==> src/rtl/ptt_pkg.sv <==
// Shared types and codes for the periodic timer table.
package ptt_pkg;

    // Request codes carried in the input tuser
    localparam logic [1:0] MODE_ADD  = 2'd0;
    localparam logic [1:0] MODE_KILL = 2'd1;
    localparam logic [1:0] MODE_TICK = 2'd2;

    localparam int ID_W   = 31;
    localparam int TIME_W = 32;

    typedef enum logic [2:0] {
        ST_ADDED     = 3'd0,
        ST_KILLED    = 3'd1,
        ST_NOT_FOUND = 3'd2,
        ST_FULL      = 3'd3,
        ST_FIRED     = 3'd4,
        ST_NONE      = 3'd5
    } t_status;

    // One table entry as held in the entry memory
    typedef struct packed {
        logic [ID_W-1:0]   id;
        logic [TIME_W-1:0] period;
        logic [TIME_W-1:0] last_fire;
    } t_entry;

    // One result word from the sequencer to the output register
    typedef struct packed {
        t_status         status;
        logic [ID_W-1:0] id;
        logic            last;
    } t_result;

endpackage

==> src/rtl/ptt_entry_ram.sv <==
// Entry memory: one write port, one read port, registered read data.
module ptt_entry_ram #(
    parameter int DEPTH = 16,
    parameter int AW    = (DEPTH > 1) ? $clog2(DEPTH) : 1
) (
    input  logic            i_clk,
    input  logic            i_we,
    input  logic [AW-1:0]   i_waddr,
    input  ptt_pkg::t_entry i_wdata,
    input  logic            i_re,
    input  logic [AW-1:0]   i_raddr,
    output ptt_pkg::t_entry o_rdata
);
    import ptt_pkg::*;

    t_entry r_mem [DEPTH];
    t_entry r_rdata;

    // write port
    always_ff @(posedge i_clk) begin
        if (i_we) begin
            r_mem[i_waddr] <= i_wdata;
        end
    end

    // read port, data held until the next read
    always_ff @(posedge i_clk) begin
        if (i_re) begin
            r_rdata <= r_mem[i_raddr];
        end
    end

    assign o_rdata = r_rdata;

endmodule

==> src/rtl/ptt_seq.sv <==
// Request sequencer: add, kill with gap closing, and tick walk over the entry memory.
module ptt_seq #(
    parameter int DEPTH = 16,
    parameter int AW    = (DEPTH > 1) ? $clog2(DEPTH) : 1,
    parameter int CW    = $clog2(DEPTH + 1)
) (
    input  logic                          i_clk,
    input  logic                          i_rst_n,
    // request side
    input  logic                          i_in_valid,
    output logic                          o_in_ready,
    input  logic [1:0]                    i_mode,
    input  logic [ptt_pkg::TIME_W-1:0]    i_period,
    input  logic [ptt_pkg::ID_W-1:0]      i_kill_id,
    input  logic [ptt_pkg::TIME_W-1:0]    i_now,
    // result side
    output logic                          o_push,
    input  logic                          i_out_ready,
    output ptt_pkg::t_result              o_res,
    // entry memory
    output logic                          o_we,
    output logic [AW-1:0]                 o_waddr,
    output ptt_pkg::t_entry               o_wdata,
    output logic                          o_re,
    output logic [AW-1:0]                 o_raddr,
    input  ptt_pkg::t_entry               i_rdata
);
    import ptt_pkg::*;

    typedef enum logic [7:0] {
        S_IDLE = 8'b0000_0001,
        S_ADD  = 8'b0000_0010,
        S_KRD  = 8'b0000_0100,
        S_KEV  = 8'b0000_1000,
        S_SRD  = 8'b0001_0000,
        S_SWR  = 8'b0010_0000,
        S_TRD  = 8'b0100_0000,
        S_TEV  = 8'b1000_0000
    } t_state;

    // emit flag kept apart from the state so the final word can wait on the output
    typedef enum logic {
        E_OFF = 1'b0,
        E_ON  = 1'b1
    } t_emit;

    t_state              r_state, n_state;
    t_emit               r_emit, n_emit;
    logic [CW-1:0]       r_count, n_count;
    logic [ID_W-1:0]     r_next_id, n_next_id;
    logic [AW-1:0]       r_idx, n_idx;
    logic [TIME_W-1:0]   r_period;
    logic [ID_W-1:0]     r_kid;
    logic [TIME_W-1:0]   r_now;
    logic                r_pend_valid, n_pend_valid;
    logic [ID_W-1:0]     r_pend_id, n_pend_id;
    t_status             r_res_status, n_res_status;
    logic [ID_W-1:0]     r_res_id, n_res_id;

    logic [CW:0]         w_idx_p1, w_idx_p2, w_count_x;
    logic [ID_W-1:0]     w_nid;
    logic [TIME_W-1:0]   w_diff;
    logic                w_fire;

    assign w_idx_p1  = (CW+1)'(r_idx) + (CW+1)'(1);
    assign w_idx_p2  = (CW+1)'(r_idx) + (CW+1)'(2);
    assign w_count_x = {1'b0, r_count};
    assign w_nid     = (r_next_id == {ID_W{1'b1}}) ? ID_W'(1) : r_next_id + ID_W'(1);
    assign w_diff    = r_now - i_rdata.last_fire;
    assign w_fire    = w_diff > i_rdata.period;

    assign o_in_ready = (r_state == S_IDLE) && (r_emit == E_OFF);

    // latch the request word
    always_ff @(posedge i_clk) begin
        if (i_in_valid && o_in_ready) begin
            r_period <= i_period;
            r_kid    <= i_kill_id;
            r_now    <= i_now;
        end
    end

    // sequencer
    always_comb begin
        n_state      = r_state;
        n_emit       = r_emit;
        n_count      = r_count;
        n_next_id    = r_next_id;
        n_idx        = r_idx;
        n_pend_valid = r_pend_valid;
        n_pend_id    = r_pend_id;
        n_res_status = r_res_status;
        n_res_id     = r_res_id;
        o_push       = 1'b0;
        o_res        = '{status: r_res_status, id: r_res_id, last: 1'b1};
        o_we         = 1'b0;
        o_waddr      = r_idx;
        o_wdata      = i_rdata;
        o_re         = 1'b0;
        o_raddr      = r_idx;

        if (r_emit == E_ON) begin
            // final word of a request
            if (i_out_ready) begin
                o_push = 1'b1;
                n_emit = E_OFF;
            end
        end else begin
            unique case (r_state)
                S_IDLE: begin
                    if (i_in_valid) begin
                        n_idx        = '0;
                        n_pend_valid = 1'b0;
                        n_res_id     = '0;
                        unique case (i_mode)
                            MODE_ADD: n_state = S_ADD;
                            MODE_KILL: begin
                                if (r_count == '0) begin
                                    n_res_status = ST_NOT_FOUND;
                                    n_emit       = E_ON;
                                end else begin
                                    n_state = S_KRD;
                                end
                            end
                            MODE_TICK: begin
                                if (r_count == '0) begin
                                    n_res_status = ST_NONE;
                                    n_emit       = E_ON;
                                end else begin
                                    n_state = S_TRD;
                                end
                            end
                            default: n_state = S_IDLE;
                        endcase
                    end
                end
                S_ADD: begin
                    if (w_count_x >= (CW+1)'(DEPTH)) begin
                        n_res_status = ST_FULL;
                        n_res_id     = '0;
                    end else begin
                        o_we         = 1'b1;
                        o_waddr      = AW'(r_count);
                        o_wdata      = '{id: w_nid, period: r_period, last_fire: '0};
                        n_count      = r_count + CW'(1);
                        n_next_id    = w_nid;
                        n_res_status = ST_ADDED;
                        n_res_id     = w_nid;
                    end
                    n_state = S_IDLE;
                    n_emit  = E_ON;
                end
                S_KRD: begin
                    o_re    = 1'b1;
                    n_state = S_KEV;
                end
                S_KEV: begin
                    if (i_rdata.id == r_kid) begin
                        if (w_idx_p1 < w_count_x) begin
                            n_state = S_SRD;
                        end else begin
                            n_count      = r_count - CW'(1);
                            n_res_status = ST_KILLED;
                            n_state      = S_IDLE;
                            n_emit       = E_ON;
                        end
                    end else if (w_idx_p1 < w_count_x) begin
                        n_idx   = AW'(w_idx_p1);
                        n_state = S_KRD;
                    end else begin
                        n_res_status = ST_NOT_FOUND;
                        n_state      = S_IDLE;
                        n_emit       = E_ON;
                    end
                end
                S_SRD: begin
                    // fetch the entry above the gap
                    o_re    = 1'b1;
                    o_raddr = AW'(w_idx_p1);
                    n_state = S_SWR;
                end
                S_SWR: begin
                    o_we = 1'b1;
                    if (w_idx_p2 < w_count_x) begin
                        n_idx   = AW'(w_idx_p1);
                        n_state = S_SRD;
                    end else begin
                        n_count      = r_count - CW'(1);
                        n_res_status = ST_KILLED;
                        n_state      = S_IDLE;
                        n_emit       = E_ON;
                    end
                end
                S_TRD: begin
                    o_re    = 1'b1;
                    n_state = S_TEV;
                end
                S_TEV: begin
                    // a firing entry releases the one held before it
                    if (!(w_fire && r_pend_valid && !i_out_ready)) begin
                        if (w_fire) begin
                            o_push       = r_pend_valid;
                            o_res        = '{status: ST_FIRED, id: r_pend_id, last: 1'b0};
                            o_we         = 1'b1;
                            o_wdata      = '{id: i_rdata.id, period: i_rdata.period,
                                             last_fire: r_now};
                            n_pend_valid = 1'b1;
                            n_pend_id    = i_rdata.id;
                        end
                        if (w_idx_p1 < w_count_x) begin
                            n_idx   = AW'(w_idx_p1);
                            n_state = S_TRD;
                        end else begin
                            if (w_fire || r_pend_valid) begin
                                n_res_status = ST_FIRED;
                                n_res_id     = w_fire ? i_rdata.id : r_pend_id;
                            end else begin
                                n_res_status = ST_NONE;
                                n_res_id     = '0;
                            end
                            n_state = S_IDLE;
                            n_emit  = E_ON;
                        end
                    end
                end
                default: n_state = S_IDLE;
            endcase
        end
    end

    always_ff @(posedge i_clk) begin
        if (!i_rst_n) begin
            r_state      <= S_IDLE;
            r_emit       <= E_OFF;
            r_count      <= '0;
            r_next_id    <= '0;
            r_pend_valid <= 1'b0;
        end else begin
            r_state      <= n_state;
            r_emit       <= n_emit;
            r_count      <= n_count;
            r_next_id    <= n_next_id;
            r_pend_valid <= n_pend_valid;
        end
    end

    always_ff @(posedge i_clk) begin
        r_idx        <= n_idx;
        r_pend_id    <= n_pend_id;
        r_res_status <= n_res_status;
        r_res_id     <= n_res_id;
    end

    // checks
    a_count_range: assert property (@(posedge i_clk) disable iff (!i_rst_n)
        w_count_x <= (CW+1)'(DEPTH))
        else $error("entry count beyond table depth");

    a_push_ready: assert property (@(posedge i_clk) disable iff (!i_rst_n)
        o_push |-> i_out_ready)
        else $error("result pushed into a full output register");

    a_mid_fired: assert property (@(posedge i_clk) disable iff (!i_rst_n)
        (o_push && !o_res.last) |-> (o_res.status == ST_FIRED))
        else $error("non-final word is not a firing");

    a_wr_in_table: assert property (@(posedge i_clk) disable iff (!i_rst_n)
        (o_we && (r_state == S_TEV || r_state == S_SWR)) |-> ((CW+1)'(o_waddr) < w_count_x))
        else $error("write outside the live table");

    a_count_step: assert property (@(posedge i_clk) disable iff (!i_rst_n)
        (r_count != $past(r_count)) |->
            (r_count == $past(r_count) + CW'(1) || r_count == $past(r_count) - CW'(1)))
        else $error("entry count jumped");

endmodule

==> src/rtl/periodic_timer_table.sv <==
// Top level of the periodic timer table: stream ports, entry memory, output register.
//
// Usage: one request word enters on the slave stream. tuser carries the mode
// (add, kill, tick); tdata carries period_ms, kill_id and now_ms. Each request
// produces result words on the master stream: tuser is the status, tdata the
// timer id, tlast marks the final word of the request. Add and kill give one
// word, the unused mode gives none; tick gives one word per firing entry in
// table order, or a single "none fired" word.
// Each entry step is a read of the entry memory followed by a compare and write
// back; a kill moves the entries above the hit down one place to close the gap.
// Kill or tick on an empty table answers without reading the entry memory.
// One request is in work at a time; the next is taken the cycle after the
// final word of the previous one enters the output register.
// Reset empties the table and restarts ids at 1; no memory clearing pass.
// A stalled receiver holds the output register; the walk then waits on the
// next firing entry and resumes without loss once the word is taken.
module periodic_timer_table #(
    parameter int TABLE_DEPTH = 16
) (
    input  logic         i_clk,
    input  logic         i_rst_n,
    input  logic         i_s_tvalid,
    output logic         o_s_tready,
    input  logic [95:0]  i_s_tdata,  // period_ms[31:0], kill_id[62:32], now_ms[94:63]
    input  logic [1:0]   i_s_tuser,  // mode[1:0]
    output logic         o_m_tvalid,
    input  logic         i_m_tready,
    output logic [31:0]  o_m_tdata,  // timer_id[30:0]
    output logic [2:0]   o_m_tuser,  // status[2:0]
    output logic         o_m_tlast
);
    import ptt_pkg::*;

    localparam int AW = (TABLE_DEPTH > 1) ? $clog2(TABLE_DEPTH) : 1;
    localparam int CW = $clog2(TABLE_DEPTH + 1);

    logic            w_push, w_out_ready;
    t_result         w_res;
    logic            w_we, w_re;
    logic [AW-1:0]   w_waddr, w_raddr;
    t_entry          w_wdata, w_rdata;
    logic            r_out_valid;
    t_result         r_out;

    ptt_seq #(
        .DEPTH (TABLE_DEPTH),
        .AW    (AW),
        .CW    (CW)
    ) u_seq (
        .i_clk       (i_clk),
        .i_rst_n     (i_rst_n),
        .i_in_valid  (i_s_tvalid),
        .o_in_ready  (o_s_tready),
        .i_mode      (i_s_tuser),
        .i_period    (i_s_tdata[31:0]),
        .i_kill_id   (i_s_tdata[62:32]),
        .i_now       (i_s_tdata[94:63]),
        .o_push      (w_push),
        .i_out_ready (w_out_ready),
        .o_res       (w_res),
        .o_we        (w_we),
        .o_waddr     (w_waddr),
        .o_wdata     (w_wdata),
        .o_re        (w_re),
        .o_raddr     (w_raddr),
        .i_rdata     (w_rdata)
    );

    ptt_entry_ram #(
        .DEPTH (TABLE_DEPTH),
        .AW    (AW)
    ) u_ram (
        .i_clk   (i_clk),
        .i_we    (w_we),
        .i_waddr (w_waddr),
        .i_wdata (w_wdata),
        .i_re    (w_re),
        .i_raddr (w_raddr),
        .o_rdata (w_rdata)
    );

    // output register, free when empty or being taken
    assign w_out_ready = !r_out_valid || i_m_tready;

    always_ff @(posedge i_clk) begin
        if (!i_rst_n) begin
            r_out_valid <= 1'b0;
        end else if (w_out_ready) begin
            r_out_valid <= w_push;
        end
    end

    always_ff @(posedge i_clk) begin
        if (w_push && w_out_ready) begin
            r_out <= w_res;
        end
    end

    assign o_m_tvalid = r_out_valid;
    assign o_m_tdata  = {1'b0, r_out.id};
    assign o_m_tuser  = r_out.status;
    assign o_m_tlast  = r_out.last;

endmodule

==> config.mk <==
export PLATFORM = sky130hd
export DESIGN_NAME = periodic_timer_table
export DESIGN_NICKNAME = d
export VERILOG_FILES = /design/src/rtl/ptt_pkg.sv /design/src/rtl/ptt_entry_ram.sv /design/src/rtl/ptt_seq.sv /design/src/rtl/periodic_timer_table.sv
export SDC_FILE = /design/constraint.sdc
export NUM_CORES = 2
export LEC_CHECK = 0
export BUFFER_PORTS_ARGS = -buffer_cell sky130_fd_sc_hd__buf_2
export CAP_MARGIN = 20
export CORE_ASPECT_RATIO = 1.5
export CORE_UTILIZATION = 35
export CTS_CLUSTER_DIAMETER = 100
export DETAILED_ROUTE_END_ITERATION = 10
export GPL_ROUTABILITY_DRIVEN = 0
export PLACE_DENSITY = 0.62
export RECOVER_POWER = 100
export SLEW_MARGIN = 30
export SYNTH_ARGS = -nofsm -noshare
export SYNTH_HDL_FRONTEND = slang
export SYNTH_SLANG_ARGS = --single-unit
==> constraint.sdc <==
create_clock -name i_clk -period 23.7 [get_ports i_clk]
set_input_delay 2.37 -clock i_clk [delete_from_list [all_inputs] [get_ports i_clk]]
set_output_delay 2.37 -clock i_clk [all_outputs]
set_load 0.02 [all_outputs]
# --- Word-level counts from Yosys, hierarchy flattened ---
# Memory sizes are Yosys's and may differ from the RTL's. A register that Yosys moved wholly into a read port is not among the register bits.
# Index checks and enable logic that the tools add are counted.
op_classes:
  addsub: 6
  mul: 0
  div: 0
  n_lt_le_gt_ge: 4
  eq_ne: 27
  shifts: 0
  mux: 84
  bitwise: 4
  reduce_logical: 27
ops:
  columns: ["op", "n"]
  rows:
  - ["31-bit two-way mux", 7]
  - ["95-bit two-way mux", 2]
  - ["95-bit case mux with 2 select lines", 1]
  - ["35-bit two-way mux", 4]
  - ["31-bit case mux with 3 select lines", 1]
  - ["32-bit two-way mux", 2]
  - ["8-bit case mux with 7 select lines", 1]
  - ["4-bit two-way mux", 10]
  - ["8-bit two-way mux", 5]
  - ["32-bit greater-than comparator", 1]
  - ["32-bit subtractor", 1]
  - ["31-bit by 1-bit adder with 31-bit output, second input constant", 1]
  - ["31-bit == test", 1]
  - ["31-bit == test, second input constant", 1]
  - ["3-bit two-way mux", 10]
  - ["5-bit two-way mux", 6]
  - ["1-bit two-way mux", 25]
  - ["8-bit case mux with 3 select lines", 1]
  - ["4-bit case mux with 4 select lines", 1]
  - ["3-bit != test, second input constant", 5]
  - ["3-bit case mux with 5 select lines", 1]
  - ["5-bit case mux with 3 select lines", 1]
  - ["5-bit AND reduction", 3]
  - ["2-bit != test, second input constant", 7]
  - ["other kinds (38)", 54]
totals:
  register_bits: 246
  latchBits: 0
  ram_bits: 1520
  rom_bits: 0
  inputBits: 102
  word_cells: 169
  n_memories: 1
mem_list:
  columns: ["name", "words", "width", "read_ports", "rd_clocked_by_memory_dff", "write_ports", "line", "source"]
  rows:
  - ["u_ram.r_mem", 16, 95, 1, 1, 1, "ptt_entry_ram.sv:16", "t_entry r_mem [DEPTH];"]

# --- Logic depth before layout (Yosys ltp) ---
logic_depth:
  word_depth: 9
  ltp_mapped: 26
  ltp_nobuf: 24

# --- By module ---
# From an unflattened synthesis, not the netlist that was laid out.
unflattened:
  cells_unflattened: 3934
  hier_area_um2: 74435.1
modules_own_cells:
  columns: ["mod", "instances", "cells_per_inst", "area_per_inst_um2"]
  rows:
  - ["ptt_entry_ram", 1, 2434, 59644.7]
  - ["ptt_seq", 1, 1458, 13670.6]
  - ["periodic_timer_table", 1, 42, 1119.8]

# --- Worst setup path before layout ---
# Ideal clock, no wire load.
synth_timing:
  path_kind: "flip-flop to flip-flop"
  start: "reg u_seq.r_now[10]"
  end: "mem u_ram.r_mem[4][0] (netlist name), enable pin"
  t_arrival_ns: 8.453
  t_required_ns: 23.140
  path_slack_ns: 14.687
  stages_incl_launch_ff: 20
  path_buffers: 1
  synth_period_minus_slack_ns: 9.013
  path_cell_list: "edfxtp_1 -> ha_1 -> a211oi_1 -> o211ai_1 -> a31o_2 -> a21o_1 -> or4_1 -> a21boi_0 -> o21ai_0 -> nand3_1 -> o211ai_1 -> ha_1 -> nand4_1 -> nor4_1 -> o31ai_1 -> a21oi_1 -> clkbuf_1 -> a31oi_1 -> o31ai_1 -> nor2b_1"
synth_between:
  elab_chain_len: 9
  word_cells_on_any_way: 10
  cone_classes: "add/sub: 1; order compare: 1; mux: 6; reduce/logical: 2"
synth_lines:
  columns: ["item", "line", "source"]
  rows:
  - ["start, declared", "ptt_seq.sv:54", "logic [TIME_W-1:0] r_now;"]
  - ["start signal, assigned", "ptt_seq.sv:79", "r_now <= i_now;"]
  - ["32-bit subtractor *", "ptt_seq.sv:69", "assign w_diff = r_now - i_rdata.last_fire;"]
  - ["32-bit greater-than comparator *", "ptt_seq.sv:70", "assign w_fire = w_diff > i_rdata.period;"]
  - ["1-bit logical AND (2 in series)", "ptt_seq.sv:200", "if (!(w_fire && r_pend_valid && !i_out_ready)) begin"]
  - ["1-bit two-way mux *", "ptt_seq.sv:200", null]
  - ["1-bit case mux with 3 select lines *", "ptt_seq.sv:109", "unique case (r_state)"]
  - ["1-bit two-way mux *", "ptt_seq.sv:102", "if (r_emit == E_ON) begin"]
  - ["1-bit two-way mux *", "ptt_entry_ram.sv:21", "if (i_we) begin"]
  - ["1-bit two-way mux (not written as such) *", "ptt_entry_ram.sv:22", "r_mem[i_waddr] <= i_wdata;"]
  - ["end, declared", "ptt_entry_ram.sv:16", null]
# Mark *: on every way between the ends. The rest lies on a longest branch, timed or not.

# --- Worst setup path in the final report ---
layout_timing:
  start: "reg u_seq.r_now[10]"
  end: "mem u_ram.r_mem[1][78] (netlist name), enable pin"
# Same word-level chain as after synthesis.

==> impl_metrics.json <==
{
  "power.clock.fraction_pct": 29.3,
  "share_comb_of_total_power_pct": 28.0,
  "drt_first_pass_iters": 6,
  "tritoncts.num_buffers": 185,
  "antenna_violating_nets_post_route": 0,
  "critical_path_arrival_ns": 14.95,
  "detail_route.vias_per_cell": 5.34,
  "worst_slack_ns": 9.20,
  "place.detailed.hpwl_um": 95300,
  "drive_above_1_share_pct": 17.9,
  "power.net_switching_mw": 2.91,
  "grt_antenna_before_repair": 12,
  "grt_overflow": 0,
  "syn-num-nets": 4323,
  "final.period_utilization_pct": 61.2,
  "cts_buffer_depth": 3,
  "reg2regPathDepth": 22,
  "clk_tree_root_cell": "clkbuf_16",
  "worst_setup_path_start_kind": "register",
  "rsz0062_at_grt": "false",
  "finalClockSkew_ns": 0.0452,
  "port-buffer-count": 137,
  "place_ws_ns": 14.79,
  "min-delay-path-class": "register to register",
  "die_height_um": 570,
  "max_slew_margin_pct": -451,
  "violations": "capacitance limit, slew limit",
  "max-cap-violations": 54,
  "drt_first_iter_violations": 3463,
  "drt_drc_violations_left": 0,
  "maxClockFrequency_mhz": 69.0,
  "yosysWarnings": 0,
  "design.final.nets": 4552,
  "holdPathStages": 2,
  "syn-mean-instance-area_um2": 18.2,
  "number_of_max_slew_violations_in_the_final_report": 1964,
  "total_clock_sinks": 1861,
  "vias": 39400,
  "ys_ff_latch": 1861,
  "ys_seq_area_share_pct": 73.7,
  "clkSlewWorstSetupHoldPaths_ns": 0.06,
  "timing.critical_path.buf_inv": 4,
  "worstPathCellList": "ha_1 > a211oi_1 > o211ai_1 > a31o_2 > a21o_1 > or4_1 > a21boi_0 > o21ai_0 > nand3_1 > o211ai_1 > ha_1 > nand4_1 > nor4_1 > o31ai_1 > a21oi_1 > and3_1 > clkbuf_1 > inv_1 > o32a_1 > nor2_4 > clkbuf_1 > buf_4",
  "worstPathRequired_ns": 24.15,
  "fin_cells": 7363,
  "setup_failing_eps_final": 0,
  "floorplan.initialDensity_pct": 35.2,
  "area_growth_pct": 13.3,
  "clock_latency_ns": 0.84,
  "cp.depth": 22,
  "synth.most_common_cell": "edfxtp_1",
  "worstPathMaxFanout": 52,
  "postLayoutCoreUtil_pct": 39.9,
  "cts_tree": "yes",
  "grt_util_all_layers_pct": 16.5,
  "netSwitchingFraction_pct": 29.9,
  "wl_per_cell_um": 24.6,
  "netlist_top_cells_area": "edfxtp_1 (72%), mux4_2 (11%), nand2_1 (2.1%)",
  "vdd_ir_drop_max_mv": 0.148,
  "floorplan.rows": 208,
  "worstMarginPinSlew_ns": 8.26,
  "ctsHtreeMaxLevel": 4,
  "final.setup.tns_ns": 0,
  "outcome": "finished, violations left",
  "dp.cells": 7004,
  "grt_first_pass_wirelength_um": 266000,
  "critPathSlowestCell": "clkbuf_1",
  "core_area_mm2": 0.214,
  "netlist.top_cell.by_area": "edfxtp_1",
  "syn_inst": 4137,
  "p_int_mw": 6.81,
  "via_count_of_the_first_global_routing_pass": 39800,
  "commonest_cells_post_synth": "edfxtp_1 (1814), nand2_1 (428), mux4_2 (380), clkbuf_1 (131), nor2b_1 (115)",
  "async_flop_share_pct": 0,
  "dieWidth_um": 380,
  "layout_min_cycle_time_ns": 14.50,
  "number_of_flops_mapped_to_enable_cells_by_yosys": 1814,
  "route.final.wire_length_um": 181000,
  "endpoint_kind": "register",
  "post_cts_hold_buffer_count": 0,
  "floorplan.io_pins": 140,
  "design.die.area_mm2": 0.217,
  "post_cts_buffers": 0,
  "cpPeakStageDelay_ns": 3.56,
  "worst-setup-path-type": "register to register",
  "synth.top_cell.area_share_pct": 72.4,
  "cellLeakagePower_nw": 27.0,
  "synth_cell_types": 69,
  "share_seq_of_total_power_pct": 42.7,
  "hold_viol": 0,
  "ys_dominant_reg_cell": "edfxtp_1",
  "synth.cell_area_mm2": 0.0752,
  "critical_path.top_delay_family": "buffers and inverters",
  "pwr_density_cell_mw_per_mm2": 114,
  "fin_total_pwr_mw": 9.71,
  "largest_net_degree_at_the_start_of_global_routing": 150,
  "number_of_instances_resized_during_post_cts_repair": 0
}
## flip-flops by register name (all words and copies together), names as in the netlist, 31 cells and up
| name | cells |
|---|---|
| u_ram.r_mem | 1520 |
| u_seq.r_now | 32 |
| o_m_tdata | 31 |
| u_seq.r_next_id | 31 |
| u_seq.r_res_id | 31 |
| u_seq.r_pend_id | 31 |
| u_seq.r_period | 32 |
| u_seq.r_kid | 31 |
| u_ram.o_rdata | 95 |
## power by group through the flow
stage          Combinational [mW]  Clock, mW  Sequential, mW
6_report                     2.72       2.85            4.15
5_1_grt                      2.97       3.02            4.16
4_1_cts                      2.69       2.90            4.12
3_5_place_dp                 2.68          0            4.19
3_3_place_gp                 2.64          0            4.19
2_1_floorplan                1.95          0            4.16
## final timing paths
kind | startpoint | end | slack (ns)
worst max register to register | u_seq.r_now[10]$_DFFE_PP_ | u_ram.r_mem[1][78]$_DFFE_PP_ | 9.20
worst min-delay path | u_seq.r_res_id[22]$_DFFE_PP_ | o_m_tdata[22]$_DFFE_PP_ | 0.49
worst max-delay path | u_seq.r_now[10]$_DFFE_PP_ | u_ram.r_mem[1][78]$_DFFE_PP_ | 9.20
worst min register to register | u_seq.r_res_id[22]$_DFFE_PP_ | o_m_tdata[22]$_DFFE_PP_ | 0.49
## worst min-delay path: stages, from the launching register on
cell and delay (ns):
edfxtp_1 0.32, nand2_1 0.05, nand2_1 0.04
## through the flow
stage	hold WS, ns	cell area (µm²)
finish	0.487	85200
global route	0.519	85200
CTS	0.487	85700
detailed placement	0.491	79800
global placement	0.487	79700
floorplan	0.468	75200
## cell type report
class / instances / area (µm²)
antenna: 5 / 12.5
clock buffer: 222 / 4800
clock inverter: 122 / 1110
fill: 19200 / 128000
inverter: 86 / 323
multi-input combinational: 1972 / 18600
sequential: 1861 / 55400
tap: 2835 / 3550
timing repair buffer: 260 / 1320
## logic make-up after synthesis
logic type | share of synthesized area (%)
AOI/OAI and AO/OA | 4.95
xor gates and xnor gates | 1.28
and+or+nand+nor | 5.07
other | 0.00499
adders and majority gates | 1.42
buffers and inverters | 1.69
muxes | 11.9
DFF | 73.7
## cells in the final DEF (no fill, tap or decap), types with 14 or more instances in the layout
master / count
nor2b_1: 114
buf_2: 76
o22ai_1: 21
a22o_1: 23
a21oi_1: 52
xnor2_1: 68
nand2b_1: 14
clkinv_1: 47
and2_1: 14
nand3_1: 32
a211oi_1: 98
inv_1: 86
a31oi_1: 105
nand4_1: 17
o211ai_1: 25
nand2_1: 428
nor3_1: 25
and3_1: 16
dfxtp_1: 47
a22oi_1: 33
buf_4: 18
a21boi_0: 21
edfxtp_1: 1814
xor2_1: 38
ha_1: 82
o21ai_0: 102
clkbuf_16: 185
a21o_1: 27
mux4_2: 380
clkbuf_1: 187
nor2_1: 52
clkinv_2: 32
or3_1: 15
mux2_2: 31
## per-layer routing
layer	up-vias	GRT usage, %	part of all wire (%)
met5	-	0	0.019
met2	1403	27.9	49
met1	20600	21.9	42
li1	17000	-	-
met4	4	5.00	2.6
met3	257	2.57	6.3
No activity file was read; power rests on OpenSTA's default activity.
